## src/design/athm_pkg.sv

```systemverilog
// Shared types, constants and defaults for the adaptive tabu history matcher.
package athm_pkg;

    localparam int MAX_HISTORY_DEFAULT = 16;
    localparam int MAX_SLOTS_DEFAULT   = 8;
    localparam int ANGLE_BITS_DEFAULT  = 8;

    localparam int PORT_ANGLE_W = 8;
    localparam int PORT_SLOTS   = 8;
    localparam int SLOTS_W      = 4;
    localparam int TENURE_W     = 5;
    localparam int COUNT_W      = 5;
    localparam int QUIET_W      = 6;
    localparam int CFG_INDEX_W  = 3;
    localparam int CFG_DATA_W   = 5;
    localparam int WIDE_W       = 7;

    localparam logic [QUIET_W-1:0]  QUIET_MAX            = 6'd63;
    localparam logic [SLOTS_W-1:0]  SLOTS_RESET          = 4'd4;
    localparam logic [TENURE_W-1:0] INITIAL_TENURE_RESET = 5'd8;
    localparam logic [TENURE_W-1:0] TENURE_FLOOR_RESET   = 5'd4;
    localparam logic [TENURE_W-1:0] TENURE_CEILING_RESET = 5'd16;
    localparam logic                ADAPTIVE_RESET       = 1'b1;

    localparam logic OP_CHECK  = 1'b0;
    localparam logic OP_RECORD = 1'b1;

    typedef enum logic [CFG_INDEX_W-1:0] {
        CFG_SLOTS_IN_USE,
        CFG_INITIAL_TENURE,
        CFG_TENURE_FLOOR,
        CFG_TENURE_CEILING,
        CFG_ADAPTIVE_ENABLE
    } cfg_index_t;

    typedef struct packed {
        logic [TENURE_W-1:0] tenure_floor;
        logic [TENURE_W-1:0] tenure_ceiling;
        logic                adaptive_enable;
    } athm_cfg_t;

    typedef struct packed {
        logic                record;
        logic                hit;
        logic                load;
        logic [TENURE_W-1:0] load_value;
    } athm_cmd_t;

    typedef struct packed {
        logic [TENURE_W-1:0] tenure;
        logic [COUNT_W-1:0]  count;
    } athm_status_t;

    typedef struct packed {
        logic                is_tabu;
        logic [TENURE_W-1:0] tenure_now;
        logic [COUNT_W-1:0]  stored_count;
    } athm_result_t;

endpackage

```

## src/design/adaptive_tabu_history_matcher.sv

```systemverilog
// Top level of the adaptive tabu history matcher: cell row, tenure control and output buffer.
//
// The block takes one check or record transaction per clock cycle while not stalled. Every
// history cell compares its entry against the incoming vector in the cycle of acceptance, the
// hit flags are ORed across the row, and the tenure rule and the shift of the row happen at the
// same clock edge, at which the result is also registered. A two-entry output buffer lets one
// result wait while the next transaction is accepted; the input stalls only while two results
// wait. History entries are plain registers in the cell row and need no clearing after reset.
module adaptive_tabu_history_matcher #(
    parameter int MAX_HISTORY = athm_pkg::MAX_HISTORY_DEFAULT,
    parameter int MAX_SLOTS   = athm_pkg::MAX_SLOTS_DEFAULT,
    parameter int ANGLE_BITS  = athm_pkg::ANGLE_BITS_DEFAULT
) (
    input  logic                                clk,
    input  logic                                rst_n,
    input  logic                                cfg_we,
    input  logic [athm_pkg::CFG_INDEX_W-1:0]    cfg_index,
    input  logic [athm_pkg::CFG_DATA_W-1:0]     cfg_data,
    input  logic                                in_valid,
    output logic                                in_stall,
    input  logic                                operation,
    input  logic [athm_pkg::PORT_ANGLE_W-1:0]   slot_angle_0,
    input  logic [athm_pkg::PORT_ANGLE_W-1:0]   slot_angle_1,
    input  logic [athm_pkg::PORT_ANGLE_W-1:0]   slot_angle_2,
    input  logic [athm_pkg::PORT_ANGLE_W-1:0]   slot_angle_3,
    input  logic [athm_pkg::PORT_ANGLE_W-1:0]   slot_angle_4,
    input  logic [athm_pkg::PORT_ANGLE_W-1:0]   slot_angle_5,
    input  logic [athm_pkg::PORT_ANGLE_W-1:0]   slot_angle_6,
    input  logic [athm_pkg::PORT_ANGLE_W-1:0]   slot_angle_7,
    output logic                                out_valid,
    input  logic                                out_stall,
    output logic                                is_tabu,
    output logic [athm_pkg::TENURE_W-1:0]       tenure_now,
    output logic [athm_pkg::COUNT_W-1:0]        stored_count
);

    localparam int ENTRY_W = MAX_SLOTS * ANGLE_BITS;

    logic [athm_pkg::PORT_ANGLE_W-1:0] angle [athm_pkg::PORT_SLOTS];
    logic [ENTRY_W-1:0]                probe;
    logic [ENTRY_W-1:0]                chain [MAX_HISTORY];
    logic [MAX_HISTORY-1:0]            hits;
    logic [MAX_HISTORY-1:0]            live;
    logic [MAX_SLOTS-1:0]              slot_mask;

    logic [athm_pkg::SLOTS_W-1:0]  slots_in_use_reg;
    logic [athm_pkg::TENURE_W-1:0] tenure_floor_reg;
    logic [athm_pkg::TENURE_W-1:0] tenure_ceiling_reg;
    logic                          adaptive_enable_reg;

    athm_pkg::athm_cfg_t    cfg;
    athm_pkg::athm_cmd_t    cmd;
    athm_pkg::athm_status_t status_cur;
    athm_pkg::athm_status_t status_next;
    athm_pkg::athm_result_t result;

    logic                   accept;
    logic                   take;
    logic                   shift;
    logic                   hit;

    athm_pkg::athm_result_t out_reg;
    athm_pkg::athm_result_t out_next;
    athm_pkg::athm_result_t skid_reg;
    athm_pkg::athm_result_t skid_next;
    logic                   out_valid_reg;
    logic                   out_valid_next;
    logic                   skid_valid_reg;
    logic                   skid_valid_next;

    assign angle[0] = slot_angle_0;
    assign angle[1] = slot_angle_1;
    assign angle[2] = slot_angle_2;
    assign angle[3] = slot_angle_3;
    assign angle[4] = slot_angle_4;
    assign angle[5] = slot_angle_5;
    assign angle[6] = slot_angle_6;
    assign angle[7] = slot_angle_7;

    for (genvar j = 0; j < MAX_SLOTS; j++)
    begin : g_slot
        assign probe[j*ANGLE_BITS +: ANGLE_BITS] = angle[j][ANGLE_BITS-1:0];
        assign slot_mask[j] = (j == 0) || (athm_pkg::SLOTS_W'(j) < slots_in_use_reg);
    end

    assign accept = in_valid && !in_stall;
    assign take   = out_valid_reg && !out_stall;
    assign shift  = accept && (operation == athm_pkg::OP_RECORD);
    assign hit    = |hits;

    for (genvar i = 0; i < MAX_HISTORY; i++)
    begin : g_cell
        logic [ENTRY_W-1:0] entry_in;
        if (i == 0)
        begin : g_head
            assign entry_in = probe;
        end
        else
        begin : g_body
            assign entry_in = chain[i-1];
        end

        assign live[i] = athm_pkg::WIDE_W'(status_cur.count) > athm_pkg::WIDE_W'(i);

        athm_cell #(
            .SLOTS      (MAX_SLOTS),
            .ANGLE_BITS (ANGLE_BITS)
        ) u_cell (
            .clk       (clk),
            .shift     (shift),
            .live      (live[i]),
            .slot_mask (slot_mask),
            .entry_in  (entry_in),
            .probe     (probe),
            .entry_out (chain[i]),
            .hit       (hits[i])
        );
    end

    always_ff @(posedge clk or negedge rst_n)
    begin
        if (!rst_n)
        begin
            slots_in_use_reg    <= athm_pkg::SLOTS_RESET;
            tenure_floor_reg    <= athm_pkg::TENURE_FLOOR_RESET;
            tenure_ceiling_reg  <= athm_pkg::TENURE_CEILING_RESET;
            adaptive_enable_reg <= athm_pkg::ADAPTIVE_RESET;
        end
        else if (cfg_we)
        begin
            case (athm_pkg::cfg_index_t'(cfg_index))
                athm_pkg::CFG_SLOTS_IN_USE:    slots_in_use_reg    <= cfg_data[athm_pkg::SLOTS_W-1:0];
                athm_pkg::CFG_TENURE_FLOOR:    tenure_floor_reg    <= cfg_data;
                athm_pkg::CFG_TENURE_CEILING:  tenure_ceiling_reg  <= cfg_data;
                athm_pkg::CFG_ADAPTIVE_ENABLE: adaptive_enable_reg <= cfg_data[0];
                default:                       ;
            endcase
        end
    end

    assign cfg.tenure_floor    = tenure_floor_reg;
    assign cfg.tenure_ceiling  = tenure_ceiling_reg;
    assign cfg.adaptive_enable = adaptive_enable_reg;

    assign cmd.record     = shift;
    assign cmd.hit        = hit;
    assign cmd.load       = cfg_we &&
                            (athm_pkg::cfg_index_t'(cfg_index) == athm_pkg::CFG_INITIAL_TENURE);
    assign cmd.load_value = cfg_data;

    athm_ctrl #(
        .MAX_HISTORY (MAX_HISTORY)
    ) u_ctrl (
        .clk         (clk),
        .rst_n       (rst_n),
        .cfg         (cfg),
        .cmd         (cmd),
        .status_cur  (status_cur),
        .status_next (status_next)
    );

    assign result.is_tabu      = hit;
    assign result.tenure_now   = status_next.tenure;
    assign result.stored_count = status_next.count;

    always_comb
    begin
        out_next        = out_reg;
        skid_next       = skid_reg;
        out_valid_next  = out_valid_reg;
        skid_valid_next = skid_valid_reg;
        if (take)
        begin
            if (skid_valid_reg)
            begin
                out_next        = skid_reg;
                skid_valid_next = 1'b0;
            end
            else
            begin
                out_valid_next = 1'b0;
            end
        end
        if (accept)
        begin
            if (!out_valid_next)
            begin
                out_next       = result;
                out_valid_next = 1'b1;
            end
            else
            begin
                skid_next       = result;
                skid_valid_next = 1'b1;
            end
        end
    end

    always_ff @(posedge clk or negedge rst_n)
    begin
        if (!rst_n)
        begin
            out_valid_reg  <= 1'b0;
            skid_valid_reg <= 1'b0;
        end
        else
        begin
            out_valid_reg  <= out_valid_next;
            skid_valid_reg <= skid_valid_next;
        end
    end

    always_ff @(posedge clk)
    begin
        out_reg  <= out_next;
        skid_reg <= skid_next;
    end

    assign in_stall     = skid_valid_reg;
    assign out_valid    = out_valid_reg;
    assign is_tabu      = out_reg.is_tabu;
    assign tenure_now   = out_reg.tenure_now;
    assign stored_count = out_reg.stored_count;

endmodule

```

## src/design/athm_cell.sv

```systemverilog
// One history cell: holds an entry, shifts it to the next cell and compares it to the probe.
module athm_cell #(
    parameter int SLOTS      = athm_pkg::MAX_SLOTS_DEFAULT,
    parameter int ANGLE_BITS = athm_pkg::ANGLE_BITS_DEFAULT
) (
    input  logic                          clk,
    input  logic                          shift,
    input  logic                          live,
    input  logic [SLOTS-1:0]              slot_mask,
    input  logic [SLOTS*ANGLE_BITS-1:0]   entry_in,
    input  logic [SLOTS*ANGLE_BITS-1:0]   probe,
    output logic [SLOTS*ANGLE_BITS-1:0]   entry_out,
    output logic                          hit
);

    logic [SLOTS*ANGLE_BITS-1:0] entry_reg;
    logic [SLOTS-1:0]            slot_equal;

    always_ff @(posedge clk)
    begin
        if (shift)
        begin
            entry_reg <= entry_in;
        end
    end

    for (genvar j = 0; j < SLOTS; j++)
    begin : g_slot
        assign slot_equal[j] = !slot_mask[j] ||
            (entry_reg[j*ANGLE_BITS +: ANGLE_BITS] == probe[j*ANGLE_BITS +: ANGLE_BITS]);
    end

    assign entry_out = entry_reg;
    assign hit       = live && (&slot_equal);

endmodule

```

## src/design/athm_ctrl.sv

```systemverilog
// Tenure, entry count and quiet counter with the adaptive tenure rule.
module athm_ctrl #(
    parameter int MAX_HISTORY = athm_pkg::MAX_HISTORY_DEFAULT
) (
    input  logic                clk,
    input  logic                rst_n,
    input  athm_pkg::athm_cfg_t cfg,
    input  athm_pkg::athm_cmd_t cmd,
    output athm_pkg::athm_status_t status_cur,
    output athm_pkg::athm_status_t status_next
);

    localparam logic [athm_pkg::WIDE_W-1:0] MAX_HISTORY_W = athm_pkg::WIDE_W'(MAX_HISTORY);

    logic [athm_pkg::TENURE_W-1:0] tenure_reg;
    logic [athm_pkg::TENURE_W-1:0] tenure_next;
    logic [athm_pkg::COUNT_W-1:0]  count_reg;
    logic [athm_pkg::COUNT_W-1:0]  count_next;
    logic [athm_pkg::QUIET_W-1:0]  quiet_reg;
    logic [athm_pkg::QUIET_W-1:0]  quiet_next;
    logic [athm_pkg::TENURE_W-1:0] load_clamped;
    logic [athm_pkg::TENURE_W-1:0] reset_clamped;

    function automatic logic [athm_pkg::TENURE_W-1:0] clamp_tenure(
        input logic [athm_pkg::TENURE_W-1:0] value
    );
        logic [athm_pkg::TENURE_W-1:0] result;
        result = value;
        if (value == '0)
        begin
            result = athm_pkg::TENURE_W'(1);
        end
        else if (athm_pkg::WIDE_W'(value) > MAX_HISTORY_W)
        begin
            result = athm_pkg::TENURE_W'(MAX_HISTORY);
        end
        return result;
    endfunction

    assign load_clamped  = clamp_tenure(cmd.load_value);
    assign reset_clamped = clamp_tenure(athm_pkg::INITIAL_TENURE_RESET);

    always_comb
    begin
        tenure_next = tenure_reg;
        count_next  = count_reg;
        quiet_next  = quiet_reg;
        if (cmd.load)
        begin
            tenure_next = load_clamped;
            if (count_reg > load_clamped)
            begin
                count_next = load_clamped;
            end
            quiet_next = '0;
        end
        else if (cmd.record)
        begin
            if (cfg.adaptive_enable)
            begin
                if (cmd.hit)
                begin
                    if ((tenure_reg < cfg.tenure_ceiling) &&
                        (athm_pkg::WIDE_W'(tenure_reg) < MAX_HISTORY_W))
                    begin
                        tenure_next = tenure_reg + athm_pkg::TENURE_W'(1);
                    end
                    quiet_next = '0;
                end
                else
                begin
                    if (quiet_reg < athm_pkg::QUIET_MAX)
                    begin
                        quiet_next = quiet_reg + athm_pkg::QUIET_W'(1);
                    end
                    if ((quiet_next >= {tenure_reg, 1'b0}) &&
                        (tenure_reg > cfg.tenure_floor) &&
                        (tenure_reg > athm_pkg::TENURE_W'(1)))
                    begin
                        tenure_next = tenure_reg - athm_pkg::TENURE_W'(1);
                        if (count_reg > tenure_next)
                        begin
                            count_next = tenure_next;
                        end
                        quiet_next = '0;
                    end
                end
            end
            if (count_next < tenure_next)
            begin
                count_next = count_next + athm_pkg::COUNT_W'(1);
            end
        end
    end

    always_ff @(posedge clk or negedge rst_n)
    begin
        if (!rst_n)
        begin
            tenure_reg <= reset_clamped;
            count_reg  <= '0;
            quiet_reg  <= '0;
        end
        else
        begin
            tenure_reg <= tenure_next;
            count_reg  <= count_next;
            quiet_reg  <= quiet_next;
        end
    end

    assign status_cur.tenure  = tenure_reg;
    assign status_cur.count   = count_reg;
    assign status_next.tenure = tenure_next;
    assign status_next.count  = count_next;

endmodule

```

## config.mk

```make
export PLATFORM = sky130hd
export DESIGN_NAME = adaptive_tabu_history_matcher
export DESIGN_NICKNAME = d
export VERILOG_FILES = /design/src/design/athm_pkg.sv /design/src/design/adaptive_tabu_history_matcher.sv /design/src/design/athm_cell.sv /design/src/design/athm_ctrl.sv
export SDC_FILE = /design/constraint.sdc
export NUM_CORES = 1
export LEC_CHECK = 0
export BUFFER_PORTS_ARGS = -buffer_cell sky130_fd_sc_hd__buf_2
export CORE_UTILIZATION = 50
export CTS_BUF_LIST = sky130_fd_sc_hd__clkbuf_16
export CTS_CLUSTER_DIAMETER = 100
export DETAILED_ROUTE_END_ITERATION = 12
export HOLD_SLACK_MARGIN = 0.12
export PLACE_DENSITY = 0.66
export SLEW_MARGIN = 20
export SYNTH_ARGS = -nofsm -noshare
export SYNTH_HDL_FRONTEND = slang
export SYNTH_HIERARCHICAL = 1
export SYNTH_SLANG_ARGS = --single-unit
```

## constraint.sdc

```tcl
create_clock -name clk -period 51.4 [get_ports clk]
set_input_delay 7.71 -clock clk [delete_from_list [all_inputs] [get_ports clk]]
set_output_delay 7.71 -clock clk [all_outputs]
set_load 0.03 [all_outputs]
```

==> results of run 1 <==
-- per-layer routing --
metal	vias to the layer above	wire (um)	share of wire
li1	11200	-	-
met1	12000	37900	0.42
met2	498	46500	0.52
met3	148	4040	0.045
met4	4	1820	0.020
met5	-	34	0.00038
-- metrics by stage --
stage	hold slack (ns)	power [mW]	area, um^2
floorplan	0.449	1.52	46300
global placement	0.451	1.54	48300
detailed placement	0.456	1.55	48300
CTS	0.462	2.32	51700
global route	0.470	2.40	51800
finish	0.462	2.30	51800
-- logic make-up after synthesis --
group           after synthesis  synth area share
other cells                   1         0.0000811
buf+inv                      42           0.00419
mux                          48            0.0131
fa+ha+maj                    33           0.00893
compound gates              208            0.0257
xor+xnor                   1035             0.196
simple gates                444            0.0575
flops                      1079             0.695
-- critical path, stage by stage --
cell and delay, ns:
buf_2 0.42, xnor2_1 0.15, nand4_1 0.16, o21ai_1 0.15, nand4_1 0.37, nor3_2 0.06, nor4_1 0.54, nand4_1 0.70
nor3_1 0.75, a22oi_1 0.22, nand2b_1 0.20, xnor2_1 0.13, ha_1 0.31, a21o_1 0.18, a21o_1 0.18, a21oi_1 0.21
nand3_1 0.12, or4_4 0.45, a221oi_2 0.30, xnor2_1 0.14, o21ai_1 0.12, mux2_4 0.29
-- path summary, 6_finish.rpt --
| path | from | to | slack [ns] |
|---|---|---|---|
| worst max register to register | slots_in_use_reg[3] | stored_count[4] | 43.78 |
| max in group asynchronous | rst_n | slots_in_use_reg[1] | 43.79 |
| worst min register to register | g_cell[14].u_cell/entry_out[1] | g_cell[15].u_cell/entry_out[1] | 0.46 |
| worst max-delay path | slot_angle_4[7] | stored_count[4] | 38.04 |
| worst min-delay path | g_cell[14].u_cell/entry_out[1] | g_cell[15].u_cell/entry_out[1] | 0.46 |
| min in group asynchronous | rst_n | u_ctrl/quiet_reg[1] | 7.11 |
-- synth_stat cells (15+ instances only) --
cell	count	share of area
o21ai_1	115	0.012
nand3_1	28	0.0030
dfrtp_1	28	0.015
nand2_1	52	0.0042
nor3_2	17	0.0037
o21ai_0	34	0.0037
inv_1	28	0.0023
ha_1	33	0.0089
nand4_1	277	0.037
mux2_4	20	0.0065
mux2_1	15	0.0037
xnor2_1	1032	0.20
edfxtp_1	1035	0.67
nor2_1	27	0.0022
-- where the power goes --
part | internal, mW | switching, mW | leakage [nW]
registers | 1.10 | 0.0718 | 10.0
logic | 0.142 | 0.216 | 4.02
clock network | 0.436 | 0.329 | 1.80
total | 1.68 | 0.617 | 15.9
-- area by class of cell --
| type | instances | area, um^2 |
|---|---|---|
| Fill cell | 7244 | 39900 |
| Sequential cell | 1079 | 32100 |
| Multi-Input combinational cell | 1784 | 14000 |
| Clock buffer | 113 | 2830 |
| Tap cell | 1186 | 1480 |
| Clock inverter | 88 | 623 |
| Timing Repair Buffer | 98 | 561 |
| Inverter | 30 | 113 |
| Antenna cell | 5 | 12.5 |
-- layout by cell type, fill, tap and decap left out, types with 6 or more instances in the layout --
master,n
clkbuf_16,113
nand2b_1,8
xnor2_1,1032
edfxtp_1,1035
mux2_1,15
buf_2,90
nand2_1,52
nor3_2,17
nand3_1,28
mux2i_1,9
conb_1,16
a21o_1,8
clkinv_2,24
bufinv_16,8
dfrtp_1,28
ha_1,33
mux2_4,20
nor2_1,26
nand4_1,277
clkinv_1,24
dfxtp_1,11
inv_1,51
nor3_1,6
a21oi_1,13
o21ai_1,115
o21ai_0,34
==> impl_metrics.env, run 1 <==
export IMPL_busiest_layer="met2"
export IMPL_clockBufferDepth=3
export IMPL_synthFlopType="edfxtp_1"
export IMPL_die_h_um=306
export IMPL_min_path_cells=0
export IMPL_cts_hold_buffers=0
export IMPL_start_util=0.505
export IMPL_die_w_um=306
export IMPL_core_um2=91700
export IMPL_min_period_over_period=0.260
export IMPL_grt_pass1_wl_um=142000
export IMPL_ioPinCount=91
export IMPL_vias=23900
export IMPL_hold_violations=0
export IMPL_utilization=0.565
export IMPL_syn_inst=2890
export IMPL_async_reset_ff_frac=0.0306
export IMPL_worst_setup_path_end_kind="flop"
export IMPL_area_delta_synth_final_pct=11.9
export IMPL_finalCriticalPeriod_ns=13.36
export IMPL_fin_skew_ns=0.0140
export IMPL_numClockSinks=1079
export IMPL_grtUsageMet3=0.0288
export IMPL_worst_slack_ns=38.04
export IMPL_grt_pass1_vias=24600
export IMPL_tightest_slew_ns=1.25
export IMPL_grt_util_all_layers=0.195
export IMPL_synth_edf_count=1035
export IMPL_slew_headroom=0.169
export IMPL_hpwl_um=61700
export IMPL_hp_class="reg -> reg"
export IMPL_cap_violations=0
export IMPL_first_pass_iters=5
export IMPL_tns_ns=0
export IMPL_portBuffers=90
export IMPL_cts_root_buf="clkbuf_16"
export IMPL_cellPowerDensity_nw_per_um2=44.4
export IMPL_worst_endpoint_arrival_ns=13.92
export IMPL_antenna_found_initial=6
export IMPL_cts_buffers=111
export IMPL_insertion_delay_ns=0.68
export IMPL_grt_max_degree=203
export IMPL_drtAntennaViolNets=0
export IMPL_gp_congestion=0.857
export IMPL_rows=111
export IMPL_viasPerCell=5.46
export IMPL_dpl_cell_count=4177
export IMPL_crit_type="in -> reg"
export IMPL_start_kind="input pin"
export IMPL_postSynthAreaPerCell_um2=16.0
export IMPL_synth_cell_types=65
export IMPL_yosysSeqAreaShare=0.695
export IMPL_routed_wl_um=90300
export IMPL_leakagePower_nw=15.9
export IMPL_use_met1=0.257
export IMPL_ys_warn_count=6
export IMPL_status="complete, no violations"
export IMPL_drive_gt1_frac=0.0987
export IMPL_path_clk_slew_ns=0.06
export IMPL_gr_usage_met2=0.338
export IMPL_cp_data_required_time_ns=51.96
export IMPL_place_ws_ns=37.38
export IMPL_nets=3215
export IMPL_ys_seq_elements=1079
export IMPL_drv_slew=0
export IMPL_cts_max_level=3
export IMPL_drt_iter0_drc=2073
export IMPL_drc=0
export IMPL_crit_fanout=17
export IMPL_dieArea_um2=93700
export IMPL_rr_worst_depth=21
export IMPL_wire_per_inst_um=20.6
export IMPL_rsz0062_at_grt="false"
export IMPL_tritoncts="yes"
export IMPL_largest_reg_flops=1024
export IMPL_ctsResizeCount=0
export IMPL_overflow=0
export IMPL_syn_area_um2=46300
export IMPL_setup_viol=0
export IMPL_stdcell_count=4383
export IMPL_postCtsSetupRepairBufs=0
export IMPL_ir_drop_v=0.0000270
export IMPL_fmax_mhz=74.8
Power figures use the tool's default switching activity.
==> run 2, diff against run 1 <==
- ABC_AREA: not set -> 1
- PLACE_DENSITY: 0.66 -> 0.68
- clock period: 51.4 -> 12.09 ns (I/O delays scaled with it)
==> run 2 against run 1 <==
First-iteration DRC count rose by 9.0%; global-route usage fell by 0.90 points; register-to-register slack got worse by 37 ns; critical path type unchanged; critical endpoint is now skid_reg[4]; worst hold slack got worse by 0.018 ns; cell count rose by 47%; sequential share of layout area fell by 5.3 points; routed wire length rose by 4.6%; sequential power rose to 3.5 times the previous value; synthesized cell count rose by 65%; utilization barely moved; setup slack got worse by 32 ns.
==> impl_metrics.env, run 2 <==
export IMPL_routed_wl_um=94500
export IMPL_cellPowerDensity_nw_per_um2=147
export IMPL_critical_path_buf_inv_count=5
export IMPL_path_clk_slew_ns=0.06
export IMPL_async_reset_ff_frac=0.0306
export IMPL_insertion_delay_ns=0.69
export IMPL_mostFrequentLayoutCell="nand2_1"
export IMPL_cpMostUsedCell="nand2_1"
export IMPL_grt_pass1_wl_um=153000
export IMPL_syn_area_um2=50800
export IMPL_overflow=0
export IMPL_grt_util_all_layers=0.186
export IMPL_synth_area_leaders="edfxtp_1 61%, xnor2_1 13%, nand2_1 12%"
export IMPL_synthFlopType="edfxtp_1"
export IMPL_largest_reg_flops=1024
export IMPL_ioPinCount=91
export IMPL_viasPerCell=4.76
export IMPL_fmax_mhz=172
export IMPL_syn_inst=4764
export IMPL_crit_type="in -> reg"
export IMPL_drtAntennaViolNets=0
export IMPL_ys_seq_elements=1079
export IMPL_core_um2=100000
export IMPL_area_delta_synth_final_pct=11.5
export IMPL_cts_max_level=3
export IMPL_dpl_instance_area_um2=53100
export IMPL_die_w_um=321
export IMPL_rsz0062_at_grt="false"
export IMPL_hold_violations=0
export IMPL_max_stage_delay_ns=0.40
export IMPL_cts_buffers=110
export IMPL_utilization=0.564
export IMPL_rows=116
export IMPL_yosysTopAreaCell="edfxtp_1"
export IMPL_mostFrequentLayoutCells="1600 x nand2_1, 1035 x edfxtp_1, 737 x xnor2_1"
export IMPL_worst_endpoint_arrival_ns=6.24
export IMPL_tritoncts="yes"
export IMPL_start_util=0.506
export IMPL_drive_gt1_frac=0.0732
export IMPL_antenna_found_initial=5
export IMPL_status="complete, no violations"
export IMPL_grt_pass1_vias=30100
export IMPL_total_power_mw=8.34
export IMPL_portBuffers=90
export IMPL_postCtsSetupRepairBufs=0
export IMPL_cp_data_required_time_ns=12.51
export IMPL_tightest_slew_ns=1.10
export IMPL_drc=0
export IMPL_gp_congestion=0.840
export IMPL_finalCriticalPeriod_ns=5.83
export IMPL_ys_warn_count=6
export IMPL_leakagePower_nw=22.2
export IMPL_min_period_over_period=0.482
export IMPL_start_kind="input pin"
export IMPL_postSynthAreaPerCell_um2=10.7
export IMPL_crit_fanout=33
export IMPL_drv_slew=0
export IMPL_ir_drop_v=0.000119
export IMPL_yosysSeqAreaShare=0.633
export IMPL_dieArea_um2=103000
export IMPL_cts_hold_buffers=0
export IMPL_hp_class="reg -> reg"
export IMPL_setup_viol=0
export IMPL_stdcell_count=6427
export IMPL_die_h_um=321
export IMPL_cap_violations=0
export IMPL_synth_cell_types=40
export IMPL_vias=30600
export IMPL_cts_root_buf="clkbuf_16"
export IMPL_min_to="g_cell[2].u_cell/entry_out[59]"
export IMPL_hold_ws_ns=0.444
export IMPL_fin_area_um2=56600
export IMPL_ctsResizeCount=0
export IMPL_hp_start="g_cell[1].u_cell/entry_out[59]"
export IMPL_path_depth=31
export IMPL_slew_headroom=0.267
export IMPL_synthTopCellsByCount="1602 x nand2_1, 1035 x edfxtp_1, 737 x xnor2_1"
export IMPL_drt_iter0_drc=2260
export IMPL_timing_rr_end="skid_reg[4]"
export IMPL_antennaDiodeCount=0
export IMPL_reg2reg_slack_ns=6.30
export IMPL_min_path_cells=0
export IMPL_fin_skew_ns=0.0258
export IMPL_critPathSlowestCell="buf_2"
export IMPL_hpwl_um=65900
export IMPL_synth_edf_count=1035
export IMPL_synth_top_area_share=0.612
export IMPL_timing_rr_start="slots_in_use_reg[3]"
export IMPL_crit_family="simple AND/OR/NAND/NOR gates"
export IMPL_synth_most_common_cell="nand2_1"
export IMPL_dpl_cell_count=6226
export IMPL_grt_max_degree=179
export IMPL_nets=5092
export IMPL_numClockSinks=1079
export IMPL_clockBufferDepth=3
export IMPL_first_pass_iters=6
export IMPL_wire_per_inst_um=14.7
export IMPL_rr_worst_depth=26
export IMPL_worst_setup_path_end_kind="flop"
run 2: how the worst max path moves through the flow:
stage	endpoint	startpoint
after global placement	skid_reg[4]	slot_angle_2[0]
after detailed placement	skid_reg[4]	slot_angle_3[0]
after CTS	skid_reg[4]	slot_angle_3[0]
after global routing	skid_reg[3]	slots_in_use_reg[3]
after floorplan	u_ctrl/quiet_reg[2]	in_valid
final	skid_reg[4]	slot_angle_3[0]
run 2: through the flow:
step	TNS [ns]	setup WS [ns]
2_1_floorplan	-5687.34	-7.87
3_3_place_gp	0	5.65
3_5_place_dp	0	5.54
4_1_cts	0	6.28
5_1_grt	0	5.76
6_report	0	6.26
run 2: where the power goes:
part | total [mW] | internal (mW) | switching, mW | leakage, nW
registers | 4.12 | 4.06 | 0.0598 | 9.80
logic | 0.909 | 0.301 | 0.608 | 10.6
clock network | 3.31 | 1.88 | 1.43 | 1.79
run 2: per-layer routing:
| metal | GRT usage | vias up | wire (um) |
|---|---|---|---|
| li1 | - | 15600 | - |
| met1 | 0.239 | 14300 | 40300 |
| met2 | 0.316 | 482 | 46300 |
| met3 | 0.0357 | 171 | 4790 |
| met4 | 0.0639 | 10 | 2960 |
| met5 | 0 | - | 66 |
run 2: cells by family (layout without fill, tap and decap cells):
group | Yosys count | count (layout) | synth area share
buffers and inverters | 668 | 959 | 0.0500
adder cells (fa/ha/maj) | 33 | 33 | 0.00814
XOR/XNOR | 739 | 739 | 0.128
AO/OA/AOI/OAI | 92 | 92 | 0.0103
other | 1 | 16 | 0.0000739
AND/OR/NAND/NOR | 2152 | 2152 | 0.171
flip-flops | 1079 | 1079 | 0.633
run 2: cell type report:
class,count,area [um^2]
Sequential cell,1079,32100
Clock buffer,111,2780
Inverter,657,2470
Clock inverter,90,731
Timing Repair Buffer,101,599
Multi-Input combinational cell,3032,16200
Tap cell,1357,1700
Fill cell,8457,43700
